--- config.mk ---
export PLATFORM = sky130hd
export DESIGN_NAME = gbr_div
export DESIGN_NICKNAME = d
export VERILOG_FILES = /design/src/rtl/gbr_div.sv
export SDC_FILE = /design/constraint.sdc
export NUM_CORES = 1
export LEC_CHECK = 0
export ABC_CLOCK_PERIOD_IN_PS = 5100
export BUFFER_PORTS_ARGS = -buffer_cell sky130_fd_sc_hd__buf_2
export CAP_MARGIN = 20
export CORE_MARGIN = 5
export CORE_UTILIZATION = 63
export CTS_CLUSTER_SIZE = 12
export DETAILED_ROUTE_END_ITERATION = 7
export PLACE_DENSITY = 0.86
export SYNTH_ARGS = -nofsm -noshare
export SYNTH_HDL_FRONTEND = slang
export SYNTH_SLANG_ARGS = --single-unit
--- constraint.sdc ---
create_clock -name clk -period 5.1 [get_ports clk]
set_input_delay 0.765 -clock clk [delete_from_list [all_inputs] [get_ports clk]]
set_output_delay 0.765 -clock clk [all_outputs]
set_load 0.03 [all_outputs]
--- src/rtl/gbr_div.sv ---
`default_nettype none
module gbr_div (
	input  wire logic        clk,
	input  wire logic        arst_n,
	input  wire logic        start,
	input  wire logic [32:0] num,
	input  wire logic [32:0] den,
	output logic             done,
	output logic [15:0]      quo
);
	logic [49:0] rem_q;
	logic [15:0] quo_q;
	logic [4:0]  n_q;
	logic        busy_q;
	logic [49:0] trial;
	logic [32:0] den_q;
	assign quo = quo_q;
	// restoring division of num*65536 by den; num < den, so 16 quotient bits
	always_comb trial = {rem_q[48:0], 1'b0} - {17'd0, den_q};
	always_ff @(posedge clk or negedge arst_n) begin
		if (!arst_n) begin
			busy_q <= 1'b0;
			done <= 1'b0;
			n_q <= '0;
		end else begin
			done <= 1'b0;
			if (start) begin
				busy_q <= 1'b1;
				n_q <= '0;
			end else if (busy_q) begin
				n_q <= n_q + 5'd1;
				if (n_q == 5'd15) begin
					busy_q <= 1'b0;
					done <= 1'b1;
				end
			end
		end
	end
	always_ff @(posedge clk) begin
		if (start) begin
			rem_q <= {17'd0, num};
			den_q <= den;
			quo_q <= '0;
		end else if (busy_q) begin
			if (!trial[49]) begin
				rem_q <= trial;
				quo_q <= {quo_q[14:0], 1'b1};
			end else begin
				rem_q <= {rem_q[48:0], 1'b0};
				quo_q <= {quo_q[14:0], 1'b0};
			end
		end
	end
endmodule
`default_nettype wire

# ---- Word level (Yosys, flattened, before mapping)
# Index checks and enable logic that the tools add are counted.
# Widths: inputs -> output; s select.
dict set report op_classes {
  add_sub_neg 2
  n_eq_ne 1
  n_mux 12
  reduce_logical 1
}
# operator count
set ops {}
lappend ops {{$mux 33} 2}
lappend ops {{$sub 50x33->50} 1}
lappend ops {{$mux 49} 1}
lappend ops {{$mux 5} 2}
lappend ops {{$mux 1} 7}
lappend ops {{$add 5x1->5 const B} 1}
lappend ops {{$eq 5x4->1 const B} 1}
lappend ops {{$reduce_bool 2->1} 1}
dict set report totals {
  register_bits 105
  input_bits 69
}

# ---- Logic depth before layout (Yosys ltp)
dict set report depth {
  word_depth 4
  mapped_depth 14
}

# ---- Worst setup path before layout
# No wires, ideal clock.
dict set report synth_timing {
  path_type {register -> register}
  from {reg rem_q[40]}
  to {reg rem_q[10] (data pin)}
  setup_time_ns 0.260
  arrival_time_ns 2.960
  required_ns 4.840
  slack_ns 1.880
  stages_incl_launch_ff 10
  synth_period_minus_slack_ns 3.220
  cell_sequence {dfxtp_1 -> or3_4 -> or4_4 -> or3_4 -> or3_4 -> nor3b_4 -> nor2_2 -> buf_2 -> mux2_2 -> mux2_2}
}
dict set report synth_via {
  elab_chain_cells 4
}
# element line
set synth_lines {}
lappend synth_lines {{start, declared} 11} ;# logic [49:0] rem_q;
lappend synth_lines {{start signal, assigned} 41} ;# rem_q <= {17'd0, num};
lappend synth_lines {{start signal, assigned} 46} ;# rem_q <= trial;
lappend synth_lines {{start signal, assigned} 49} ;# rem_q <= {rem_q[48:0], 1'b0};
lappend synth_lines {{$sub 50x33->50} 19} ;# always_comb trial = {rem_q[48:0], 1'b0} - {17'd0, den_q};
lappend synth_lines {{$mux 49} 45} ;# if (!trial[49]) begin
lappend synth_lines {{$mux 33} 44} ;# end else if (busy_q) begin
lappend synth_lines {{$mux 33} 40} ;# if (start) begin
# Every way passes these cells. The select of a mux whose other input is x is not followed.
# A chain may end at the register's enable or synchronous reset.

# ---- Final worst setup path
dict set report layout_timing {
  from {reg rem_q[33]}
  to {reg rem_q[45]}
}
dict set report layout_via {
  elab_chain_cells 2
}
# element line
set layout_lines {}
lappend layout_lines {{$sub 50x33->50} 19}
lappend layout_lines {{$mux 49} 45}
# Every way passes these cells.

==> reports/qor.yml <==
end_kind: "register"
instances_no_fill: 913
h-tree-depth: 3
report.final.slew_viol_count: 0
layout_min_cycle_time_ps: 4027
ctsResizeCount: 0
grt_pass1_wl_mm: 26.32
fmax_ghz: 0.2483
die_height_um: 112.9
synth_top_area_share_pct: 29.70
overflow: 0
yosysTopAreaCell: "edfxtp_1"
vias_per_cell: 6.044
status: "completed"
cts_setup_buffers: 0
grt.total_usage_pct: 25.46
drcViolationCount: 0
synthTopCellsByArea: "edfxtp_1 (30%), dfxtp_1 (9.6%), ha_1 (6.4%)"
vias: 5518
wirelength_mm: 15.90
cp-startpoint: "rem_q[33]$_SDFFE_PP0P_"
root_buffer: "clkbuf_8"
ff2ff_setup_slack_ps: 1070
grt_max_degree: 90
die_w_um: 112.9
ys_async_sr_fraction_pct: 6.667
slowest_delay_ps: 610
drv_cap: 0
insertedDiodeCount: 0
core.rowCount: 37
r2r_start: "rem_q[33]$_SDFFE_PP0P_"
p_leak_uw: 0.003362
antenna_left: 0
final.setup.tns_ps: 0
synth_edf_count: 66
clock-sinks: 105
clock_latency_ps: 400
synth_common_cells: "edfxtp_1 (66), nand2_1 (64), nor2_1 (61)"
finalHoldViolCount: 0
clk_pin_slew_ps: 100
cellPowerDensity_nw_per_um2: 604.7
critPathLaunchType: "register"
syn_nets: 807
nets: 876
dp_cells: 897
grt_pass1_vias: 5448
stdcell_area_um2: 7365
antenna_found_initial: 0
finalCritPeriodShare_pct: 78.97
synth_flop_cell: "edfxtp_1"
worstPathMaxFanout: 20
post_drt_wl_per_cell_um: 17.42
critPathKind: "reg -> reg"
required_ps: 5390
r2r-end: "rem_q[45]$_SDFFE_PP0P_"
rsz0062_at_grt: "no"
place_area_um2: 7187
synthCells: 703
synth-seq-cells: 105
arrival_ps: 4320
dieArea_um2: 12750
ys_warn_count: 0
cp_cell_sequence: "or4_4 -> nor4_4 -> o2111ai_1 -> nor4_1 -> a21oi_1 -> nor2_4 -> buf_4 -> o311ai_0 -> xor2_1 -> a211oi_1"
whs_ps: 186.5
drive_gt1_share_pct: 16.34
netlist_area_um2: 6673
synth_seq_area_share_pct: 41.93
start_util_pct: 64.63
synthToLayoutAreaGrowth_pct: 10.37
synth.avg_cell_area_um2: 9.492
setup_violations: 0
dr.pass1.iters: 5
fin_worst_skew_ps: 18.42
io_buffers: 85
slowest_stage: "or4_4"
nFillCells: 784
maxSlewHeadroom_pct: 41.81
coreArea_um2: 10320
clockBufferDepth: 2
finalPower_uw: 4453
place_congestion: 0.9215
synth.most_common_cell: "edfxtp_1"
ctsHoldBuffers: 0
numCtsBuffers: 9
dp_hpwl_mm: 12.00
ir_worst_vdd_uv: 392.4
synth_cell_types: 67
dr.first_iter.drc_count: 428
rr_worst_depth: 10
cts_tree: "done"
pin_count: 86
hp-class: "in -> async"
tightest_slew_ps: 850.9
registers in the layout (all words and copies together), names as in the netlist:
signal  cells
rem_q      49
quo        16
busy_q      1
done        1
den_q      33
n_q         5
worst max path at each step:
stage,endpoint,slack [ps]
2_1_floorplan,rem_q[10]$_DFFE_PP_,1880
3_3_place_gp,rem_q[45]$_SDFFE_PP0P_,1350
3_5_place_dp,rem_q[45]$_SDFFE_PP0P_,1150
4_1_cts,rem_q[45]$_SDFFE_PP0P_,1140
5_1_grt,rem_q[45]$_SDFFE_PP0P_,820
6_report,rem_q[45]$_SDFFE_PP0P_,1070
critical path, delay by kind of cell (launching register included):
family | cells | cell delay (ps)
flip-flops | 1 | 410
AND/OR/NAND/NOR | 4 | 1960
XOR/XNOR | 1 | 180
buffers and inverters | 1 | 370
AO/OA/AOI/OAI | 4 | 1010
cell type report:
cell class                 count  area [um^2]  area share [%]
multi-input combinational    519         3576           48.56
sequential                   105         2799           38.01
timing repair buffer          90        465.4           6.320
inverter                      47        176.4           2.396
tap                          136        170.2           2.311
clock buffer                  10        127.6           1.733
clock inverter                 6        50.05          0.6796
routing by layer:
metal  track usage (%)  share of wire [%]  vias to the layer above
met5                 0                  0                        -
met4             5.369               0.72                        0
met3             6.257                6.9                       11
met2             42.42                 48                      173
met1             33.88                 44                     2636
li1                  -                  -                     2698
through the flow:
stage	worst slack (ps)	utilization, %
2_1_floorplan	1880	-
3_3_place_gp	1350	69.62
3_5_place_dp	1154	69.62
4_1_cts	1138	71.34
5_1_grt	823.5	71.34
6_report	1073	71.34
logic make-up after synthesis:
group | share of synthesized area [%]
adders and majority gates | 6.675
buffers and inverters | 4.557
AOI/OAI and AO/OA | 17.48
muxes | 7.538
and+or+nand+nor | 16.31
DFF | 41.93
xor gates and xnor gates | 5.513
placed cells by master (no fill, tap or decap), types with 4 or more instances in the layout:
master / n
nand2_1: 64
nand4_1: 9
o21bai_1: 5
a21oi_1: 44
dfxtp_1: 32
nor2_1: 61
mux2i_1: 39
mux2_2: 10
buf_4: 6
o21ai_0: 46
ha_1: 34
o2111ai_1: 4
inv_1: 47
nor4_1: 4
o31ai_1: 5
nor2b_1: 4
a21boi_0: 6
and2_1: 8
and3_1: 5
buf_2: 84
a21o_1: 15
dfrtp_1: 6
edfxtp_1: 66
a211oi_1: 14
or3_1: 4
nand3_1: 8
nor3_1: 18
o311ai_0: 4
xor2_1: 15
xnor2_1: 27
nor3b_1: 5
clkbuf_8: 9
o21a_1: 6
report_power, final:
group          leakage, uW  switching, uW  internal (uW)  total, uW
registers          0.00103            183           1170       1360
clock network    0.0000912            307            186        493
logic              0.00224           1470           1130       2600
total              0.00336           1960           2490       4450
No activity file was read; power rests on OpenSTA's default activity.
