`src/rtl/gbr_pkg.sv`:
```
`default_nettype none
package gbr_pkg;
	localparam int XPointsDefault = 64;
	localparam int YPointsDefault = 64;
	localparam int CoordW = 32;
	localparam int DistW = 34;

	typedef enum logic [1:0] {
		OP_LOAD_X = 2'd0,
		OP_LOAD_Y = 2'd1,
		OP_LOAD_Z = 2'd2,
		OP_QUERY  = 2'd3
	} op_t;

	typedef enum logic [2:0] {
		REG_MODE   = 3'd0,
		REG_XGAP   = 3'd1,
		REG_YGAP   = 3'd2,
		REG_XCOUNT = 3'd3,
		REG_YCOUNT = 3'd4
	} reg_idx_t;

	typedef struct packed {
		logic        hv;
		logic        lv;
		logic [33:0] hd;
		logic [33:0] ld;
	} srch_t;
endpackage
`default_nettype wire

```
`src/rtl/gbr_cell.sv`:
```
`default_nettype none
module gbr_cell (
	input  wire logic              clk,
	input  wire logic              we,
	input  wire logic [31:0]       wdata,
	input  wire logic              shift,
	input  wire logic [31:0]       prev_coord,
	output logic      [31:0]       coord
);
	logic [31:0] coord_q;
	assign coord = coord_q;
	always_ff @(posedge clk) begin
		if (we) begin
			coord_q <= wdata;
		end else if (shift) begin
			coord_q <= prev_coord;
		end
	end
endmodule
`default_nettype wire

```
`src/rtl/gbr_axis.sv`:
```
`default_nettype none
module gbr_axis
	import gbr_pkg::*;
#(
	parameter int N = 64,
	parameter int IW = $clog2(N)
) (
	input  wire logic              clk,
	input  wire logic              arst_n,
	input  wire logic              ld_en,
	input  wire logic [IW-1:0]     ld_idx,
	input  wire logic [31:0]       ld_val,
	input  wire logic              start,
	input  wire logic [10:0]       cnt,
	input  wire logic              mode,
	input  wire logic signed [31:0] q,
	input  wire logic signed [31:0] gap,
	output logic                   done,
	output logic                   found,
	output logic [IW-1:0]          lo,
	output logic [IW-1:0]          hi,
	output logic signed [31:0]     c_lo,
	output logic signed [31:0]     c_hi,
	output logic                   both
);
	logic [31:0] cc [N];
	logic        rot;
	logic [10:0] k_q;
	logic        busy_q;
	srch_t       s_q;
	logic [IW-1:0] hk_q, lk_q;
	logic [31:0] hc_q, lc_q;
	logic signed [33:0] diff, d;
	logic        ok, hup, lup;

	// ring of cells; rotates once per step so that cell 0 presents entry k
	for (genvar i = 0; i < N; i++) begin : g_cell
		logic wr;
		assign wr = ld_en && !busy_q && (ld_idx == IW'(i));
		gbr_cell u_cell (
			.clk(clk), .we(wr), .wdata(ld_val), .shift(rot),
			.prev_coord(cc[(i + 1) % N]), .coord(cc[i]));
	end

	logic [10:0] lim;
	assign lim = (cnt > 11'(N)) ? 11'(N) : cnt;
	assign rot = busy_q;

	always_comb begin
		diff = 34'(q) - 34'(signed'(cc[0]));
		d = diff[33] ? -diff : diff;
		ok = !(!gap[31] && d > 34'(gap));
		if (!mode) begin
			hup = 1'b0;
			lup = !s_q.lv || (s_q.ld > d);
		end else begin
			hup = ok && diff[33] && (!s_q.hv || s_q.hd > d);
			lup = ok && !diff[33] && (!s_q.lv || s_q.ld > d);
		end
	end

	always_ff @(posedge clk or negedge arst_n) begin
		if (!arst_n) begin
			busy_q <= 1'b0;
			k_q <= '0;
			done <= 1'b0;
			s_q <= '0;
		end else begin
			done <= 1'b0;
			if (start) begin
				busy_q <= 1'b1;
				k_q <= '0;
				s_q <= '0;
			end else if (busy_q) begin
				if (k_q < lim) begin
					if (hup) begin
						s_q.hv <= 1'b1;
						s_q.hd <= d;
					end
					if (lup) begin
						s_q.lv <= 1'b1;
						s_q.ld <= d;
					end
				end
				k_q <= k_q + 11'd1;
				if (k_q == 11'(N - 1)) begin
					busy_q <= 1'b0;
					done <= 1'b1;
				end
			end
		end
	end

	always_ff @(posedge clk) begin
		if (busy_q && k_q < lim) begin
			if (hup) begin
				hk_q <= k_q[IW-1:0];
				hc_q <= cc[0];
			end
			if (lup) begin
				lk_q <= k_q[IW-1:0];
				lc_q <= cc[0];
			end
		end
	end

	logic nm_ok;
	assign nm_ok = !(!gap[31] && s_q.ld > 34'(gap));
	always_comb begin
		if (!mode) begin
			found = s_q.lv && nm_ok;
			lo = lk_q;
			hi = lk_q;
			c_lo = lc_q;
			c_hi = lc_q;
			both = 1'b0;
		end else begin
			found = s_q.hv || s_q.lv;
			both = s_q.hv && s_q.lv;
			lo = s_q.lv ? lk_q : hk_q;
			hi = s_q.hv ? hk_q : lk_q;
			c_lo = s_q.lv ? lc_q : hc_q;
			c_hi = s_q.hv ? hc_q : lc_q;
		end
	end
endmodule
`default_nettype wire

```
`config.mk`:
```
export PLATFORM = sky130hd
export DESIGN_NAME = gbr_axis
export DESIGN_NICKNAME = d
export VERILOG_FILES = /design/src/rtl/gbr_pkg.sv /design/src/rtl/gbr_cell.sv /design/src/rtl/gbr_axis.sv
export SDC_FILE = /design/constraint.sdc
export NUM_CORES = 2
export LEC_CHECK = 0
export BUFFER_PORTS_ARGS = -buffer_cell sky130_fd_sc_hd__buf_4
export CORE_ASPECT_RATIO = 0.7
export CORE_UTILIZATION = 51
export CTS_CLUSTER_DIAMETER = 60
export DETAILED_ROUTE_END_ITERATION = 8
export GPL_TIMING_DRIVEN = 0
export PLACE_DENSITY = 0.78
export SLEW_MARGIN = 20
export SYNTH_ARGS = -nofsm -noshare
export SYNTH_HDL_FRONTEND = slang
export SYNTH_SLANG_ARGS = --single-unit
```
`constraint.sdc`:
```
create_clock -name clk -period 7.2 [get_ports clk]
set_input_delay 0.72 -clock clk [delete_from_list [all_inputs] [get_ports clk]]
set_output_delay 0.72 -clock clk [all_outputs]
set_load 0.05 [all_outputs]
```
Word-level counts from Yosys, hierarchy flattened

Index checks and enable logic that the tools add are counted.
W data, S select, Z words.

Register bits after elaboration: 2207
Output and inout port bits: 79

$add $sub $neg: 3
Order comparisons: 6
Equality and inequality tests: 64
Muxes and demuxes: 157
Reductions and logical operators: 157

Operators by type and width:

| cell                    | number |
|---|---|
| $mux W32                | 132 |
| $mux W70                | 3 |
| $eq A6 B6 Y1 const B    | 32 |
| $reduce_bool A2 Y1      | 68 |
| $gt A34 B34 Y1          | 3 |
| $mux W34                | 3 |
| $eq A6 B5 Y1 const B    | 16 |
| $logic_and A1 B1 Y1     | 74 |
| $eq A6 B4 Y1 const B    | 8 |
| $gt A34 B32 Y1          | 1 |
| $neg A33 Y34            | 1 |
| $mux W11                | 3 |
| $sub A32 B32 Y33        | 1 |
| $eq A6 B3 Y1 const B    | 4 |
| $mux W6                 | 4 |
| $eq A6 B2 Y1 const B    | 2 |
| $mux W1                 | 12 |
| $add A11 B1 Y11 const B | 1 |
| $eq A11 B6 Y1 const B   | 1 |
| $gt A11 B7 Y1 const B   | 1 |
| $lt A11 B11 Y1          | 1 |
| $logic_not A1 Y1        | 7 |
| $eq A6 B1 Y1 const B    | 1 |
| $logic_not A6 Y1        | 1 |
| other kinds (3)         | 7 |

Depth between registers and ports, before layout

Word-level depth: 13
Depth in mapped cells: 30
Gate-level depth less buffers: 29

By module

Synthesis repeated with hierarchy kept, for this count alone.

Cell total of the unflattened synthesis: 5912
Area total of the unflattened synthesis: 110454.7 um^2

By module, submodules not included:

| module   | times used | cells each | area each (um^2) | sequential area each (um^2) |
|---|---|---|---|---|
| gbr_cell | 64         | 69         | 1507.7           | 960.9 |
| gbr_axis | 1          | 1496       | 13962.1          | 4359.2 |

Worst setup path after synthesis

OpenSTA, ideal clock, no wires.

Path type: input-to-reg
From: in q[0]
To: reg lc_q[0], enable pin
Library setup time: 0.376 ns
Arrival: 6.632 ns
Data required time: 6.824 ns
Path slack: 0.192 ns
Cell stages on the path: 27
Path buffers: 2
Cell sequence: inv_1 ha_1 fa_1 nor2b_1 o211ai_1 a211o_1 a31oi_4 a21oi_1 o21ai_0 clkbuf_1 clkbuf_1 a21oi_1 xnor2_1 inv_1 ha_1 nand3_1 nor4_1 o31a_1 a2111o_1 a21boi_0 and4b_1 a2111oi_2 a221oi_2 xnor2_1 o21a_1 o21ai_4 inv_2

Word-level cells in the longest chain between the ends: 10

RTL lines:

| item                             | RTL line        | source |
|---|---|---|
| start, declared                  | gbr_axis.sv:16  | `input wire logic signed [31:0] q,` |
| $sub A32 B32 Y33 (*)             | gbr_axis.sv:50  | `diff = 34'(q) - 34'(signed'(cc[0]));` |
| $neg A33 Y34                     | gbr_axis.sv:51  | `d = diff[33] ? -diff : diff;` |
| $mux W34                         | gbr_axis.sv:51  |  |
| $gt A34 B32 Y1                   | gbr_axis.sv:52  | `ok = !(!gap[31] && d > 34'(gap));` |
| $logic_and A1 B1 Y1              | gbr_axis.sv:52  |  |
| $logic_not A1 Y1                 | gbr_axis.sv:52  |  |
| $logic_and A1 B1 Y1 (2 in a row) | gbr_axis.sv:58  | `lup = ok && !diff[33] && (!s_q.lv \|\| s_q.ld > d);` |
| $mux W1 (*)                      | gbr_axis.sv:53  | `if (!mode) begin` |
| $reduce_and A2 Y1 (no line) (*)  | --              |  |
| end signal, assigned             | gbr_axis.sv:102 | `lc_q <= cc[0];` |
| end, declared                    | gbr_axis.sv:32  | `logic [31:0] hc_q, lc_q;` |

Every way passes the cells marked *; elsewhere a longest branch is shown, timed or not.
A chain may end at the register's enable or synchronous reset.

Final worst setup path

From: reg g_cell[0].u_cell.coord_q[4]
To: reg s_q[31] (netlist bit)

Word-level cells in the longest chain between the ends: 11

RTL lines:

| item                             | RTL line       | source |
|---|---|---|
| start, declared                  | gbr_cell.sv:10 | `logic [31:0] coord_q;` |
| start signal, assigned           | gbr_cell.sv:14 | `coord_q <= wdata;` |
| start signal, assigned           | gbr_cell.sv:16 | `coord_q <= prev_coord;` |
| $sub A32 B32 Y33 (*)             | gbr_axis.sv:50 |  |
| $neg A33 Y34                     | gbr_axis.sv:51 |  |
| $mux W34                         | gbr_axis.sv:51 |  |
| $gt A34 B32 Y1                   | gbr_axis.sv:52 |  |
| $logic_and A1 B1 Y1              | gbr_axis.sv:52 |  |
| $logic_not A1 Y1                 | gbr_axis.sv:52 |  |
| $logic_and A1 B1 Y1 (2 in a row) | gbr_axis.sv:58 |  |
| $mux W1                          | gbr_axis.sv:53 |  |
| $reduce_bool A2 Y1 (no line)     | --             |  |
| $reduce_and A3 Y1 (no line)      | --             |  |
| end, declared                    | gbr_axis.sv:30 | `srch_t s_q;` |

Every way passes the cells marked *; elsewhere a longest branch is shown, timed or not. The select of a mux whose other input is x is not followed.

==> impl_metrics.ini <==
[synthesis]
synth_cells = 6178
ys_types = 96
synth_area_leader_cell = edfxtp_1
async_flop_share_pct = 3.76
synth_top_area_share_pct = 63.4
synth-edff-count = 2124
synth-main-ff-cell = edfxtp_1
ys_warn_count = 0
synth_area_leaders = edfxtp_1, mux2_2, ha_1, dfrtp_1, clkbuf_1
ys_seq_elements = 2207
avgSynthCellArea_sq_um = 16.3
mappedNetlistArea_sq_um = 101000
yosysSeqAreaShare_pct = 65.4

[timing]
whs_ns = -0.0385
slew_headroom_pct = 14.7
tightest_slew_ns = 1.28
finalHoldViolCount = 27
clock_skew_ns = 0.0603
drv_slew = 0
rsz0062_at_grt = yes
fin_crit_sh_pct = 99.3
setup_violations = 0
timing.fmax_mhz = 140
period_needed_ns = 7.15
fin_ws_ns = 0.0522

[die]
die-area_sq_um = 199000
row_count = 136
io-pin-count = 197
start_util_pct = 51.3
die_w_um = 533
die_h_um = 374
coreArea_sq_um = 196000

[grt]
grtUsageTotal_pct = 27.6
overflow = 0
grt_pass1_vias = 57300
grt_pass1_wl_um = 400000
grt_max_degree = 84
antenna_found_initial = 59

[power_and_ir_drop]
power_density_nw_per_um2 = 238
leakage_nw = 34.3
peakVddDrop_uv = 197

[run_status]
violations = hold timing
status = finished with violations

[cells_and_area]
areaGrowthSynthToFinish_pct = 13.5
fin_util_pct = 58.2
nNetsFinal = 6963
drive_above_1_share_pct = 43.2

[critical_path]
cp-startpoint = g_cell[0].u_cell.coord[4]
arrival_ns = 7.85
path_delay_family = compound AO/OA/AOI/OAI gates
start_kind = register
worst-setup-path-type = register to register
timing.rr.end = s_q[31]
r2r-start = g_cell[0].u_cell.coord[4]
r2r_slack_ns = 0.05
crit_path_top_delay_cell = or4_4
worstPathMaxFanout = 9
required_ns = 7.90
cp_num_buf_inv = 5
critPathMaxStageDelay_ns = 0.56
r2r_cells = 28
end_kind = register

[detailed_routing]
drtIter0Drc = 6864
vias = 57800
antenna_left = 0
wl_per_cell_um = 29.4
first_pass_iters = 6
drt_wl_total_um = 278000
viasPerCell = 6.11
drc_errors = 0

[place]
routabilityCongestion = 0.904
hpwl_um = 196000
pre_cts_slack_ns = -2.98
numPortBuffers = 162

[clock_tree]
htreeDepth = 4
clockRootBuffer = clkbuf_16
clock_sinks = 2207
path_clk_slew_ns = 0.07
cts_buffers = 206
worstSkewPairLatency_ns = 0.86
tritoncts = yes
ctsHoldBuffers = 0
clock_path_buffers = 4

[run]
drv_cap = 0

[worst_hold_path]
hp-class = input pin to async pin
## per-layer routing
| metal | track usage [%] | share of wire, % | vias up |
|---|---|---|---|
| li1 | - | - | 24700 |
| met1 | 39.2 | 41 | 29800 |
| met2 | 40.9 | 44 | 2915 |
| met3 | 8.08 | 11 | 444 |
| met4 | 8.36 | 3.1 | 10 |
| met5 | 0 | 0.089 | - |
## cells in the mapped netlist (43+ instances only)
library cell / instances
nand2b_1: 59
buf_1: 143
a21o_1: 56
a21oi_1: 99
nand2_1: 146
inv_1: 121
mux2_2: 2094
ha_1: 174
nor2_1: 128
dfrtp_1: 83
o21ai_0: 109
nand4_1: 43
clkbuf_1: 328
edfxtp_1: 2124
## cell families after synthesis
kind of cell	Yosys count	share of synthesized area (%)
AOI/OAI and AO/OA	405	2.70
xor gates and xnor gates	58	0.532
adders and majority gates	176	2.19
buffers and inverters	617	2.36
DFF	2207	65.4
muxes	2125	23.7
other	2	0.00746
and+or+nand+nor	588	3.02
## power breakdown
group	leakage, nW	total [mW]	switching (mW)	internal [mW]
sequential	18.9	14.3	0.137	14.2
clock	3.14	10.8	4.89	5.86
combinational	12.3	2.13	1.39	0.742
total	34.3	27.2	6.42	20.8
## worst max path at each step
stage / to / slack (ns) / cells past startpoint
global placement: lc_q[23] / -2.86 / 28
global route: s_q[31] / -0.07 / 28
CTS: s_q[62] / 0.002 / 30
detailed placement: lc_q[23] / -2.98 / 28
floorplan: lc_q[0] / 0.19 / 27
finish: s_q[31] / 0.05 / 28
## cells in the final DEF, fill, tap and decap left out, types with 42 or more instances in the layout
cell and instances:
clkinv_2 42, clkbuf_16 209, edfxtp_1 2124, dfrtp_1 83
ha_1 167, o21ai_0 103, nand4_1 43, mux2_2 2094
buf_4 233, nand2_1 144, inv_1 105, clkinv_1 47
buf_1 123, a21oi_1 92, nor2_1 126, clkbuf_1 336
nand2b_2 44, a21o_1 56
## timing repair
item | in CTS | in global routing
pin swaps | 17 | 34
setup endpoints to repair | 146 | 145
gates cloned | 2 | 2
setup buffers | 40 | 32
gates resized for setup | 86 | 103
hold endpoints to repair | 0 | 0
## stage by stage
stage / std cells / total power [mW] / area (sq um) / TNS, ns
floorplan: 6183 / 15.7 / 101000 / 0
global placement: 8967 / 16.4 / 105000 / -357.94
detailed placement: 9011 / 16.5 / 106000 / -376.06
CTS: 9418 / 27.1 / 113000 / 0
global route: 9457 / 27.8 / 114000 / -0.703
finish: 9469 / 27.2 / 114000 / 0
## sequential cells by signal, indices dropped and copies added (netlist names)
signal / flops
hk_q: 6
lk_q: 6
hc_q: 32
g_cell.u_cell.coord: 2048
s_q: 70
done: 1
busy_q: 1
k_q: 11
lc_q: 32
## layout make-up
cell class / instances / area (sq um)
diodes: 19 / 47.5
plain buffers: 492 / 2030
clock buffers: 239 / 5350
clock inverters: 127 / 1070
fillers: 14500 / 82000
inverters: 123 / 541
multi-input cells: 3359 / 33300
flip-flops and latches: 2207 / 65900
well taps: 2622 / 3280
repair buffers: 280 / 2790
repair inverters: 1 / 11.3
No activity file was read; power rests on OpenSTA's default activity.
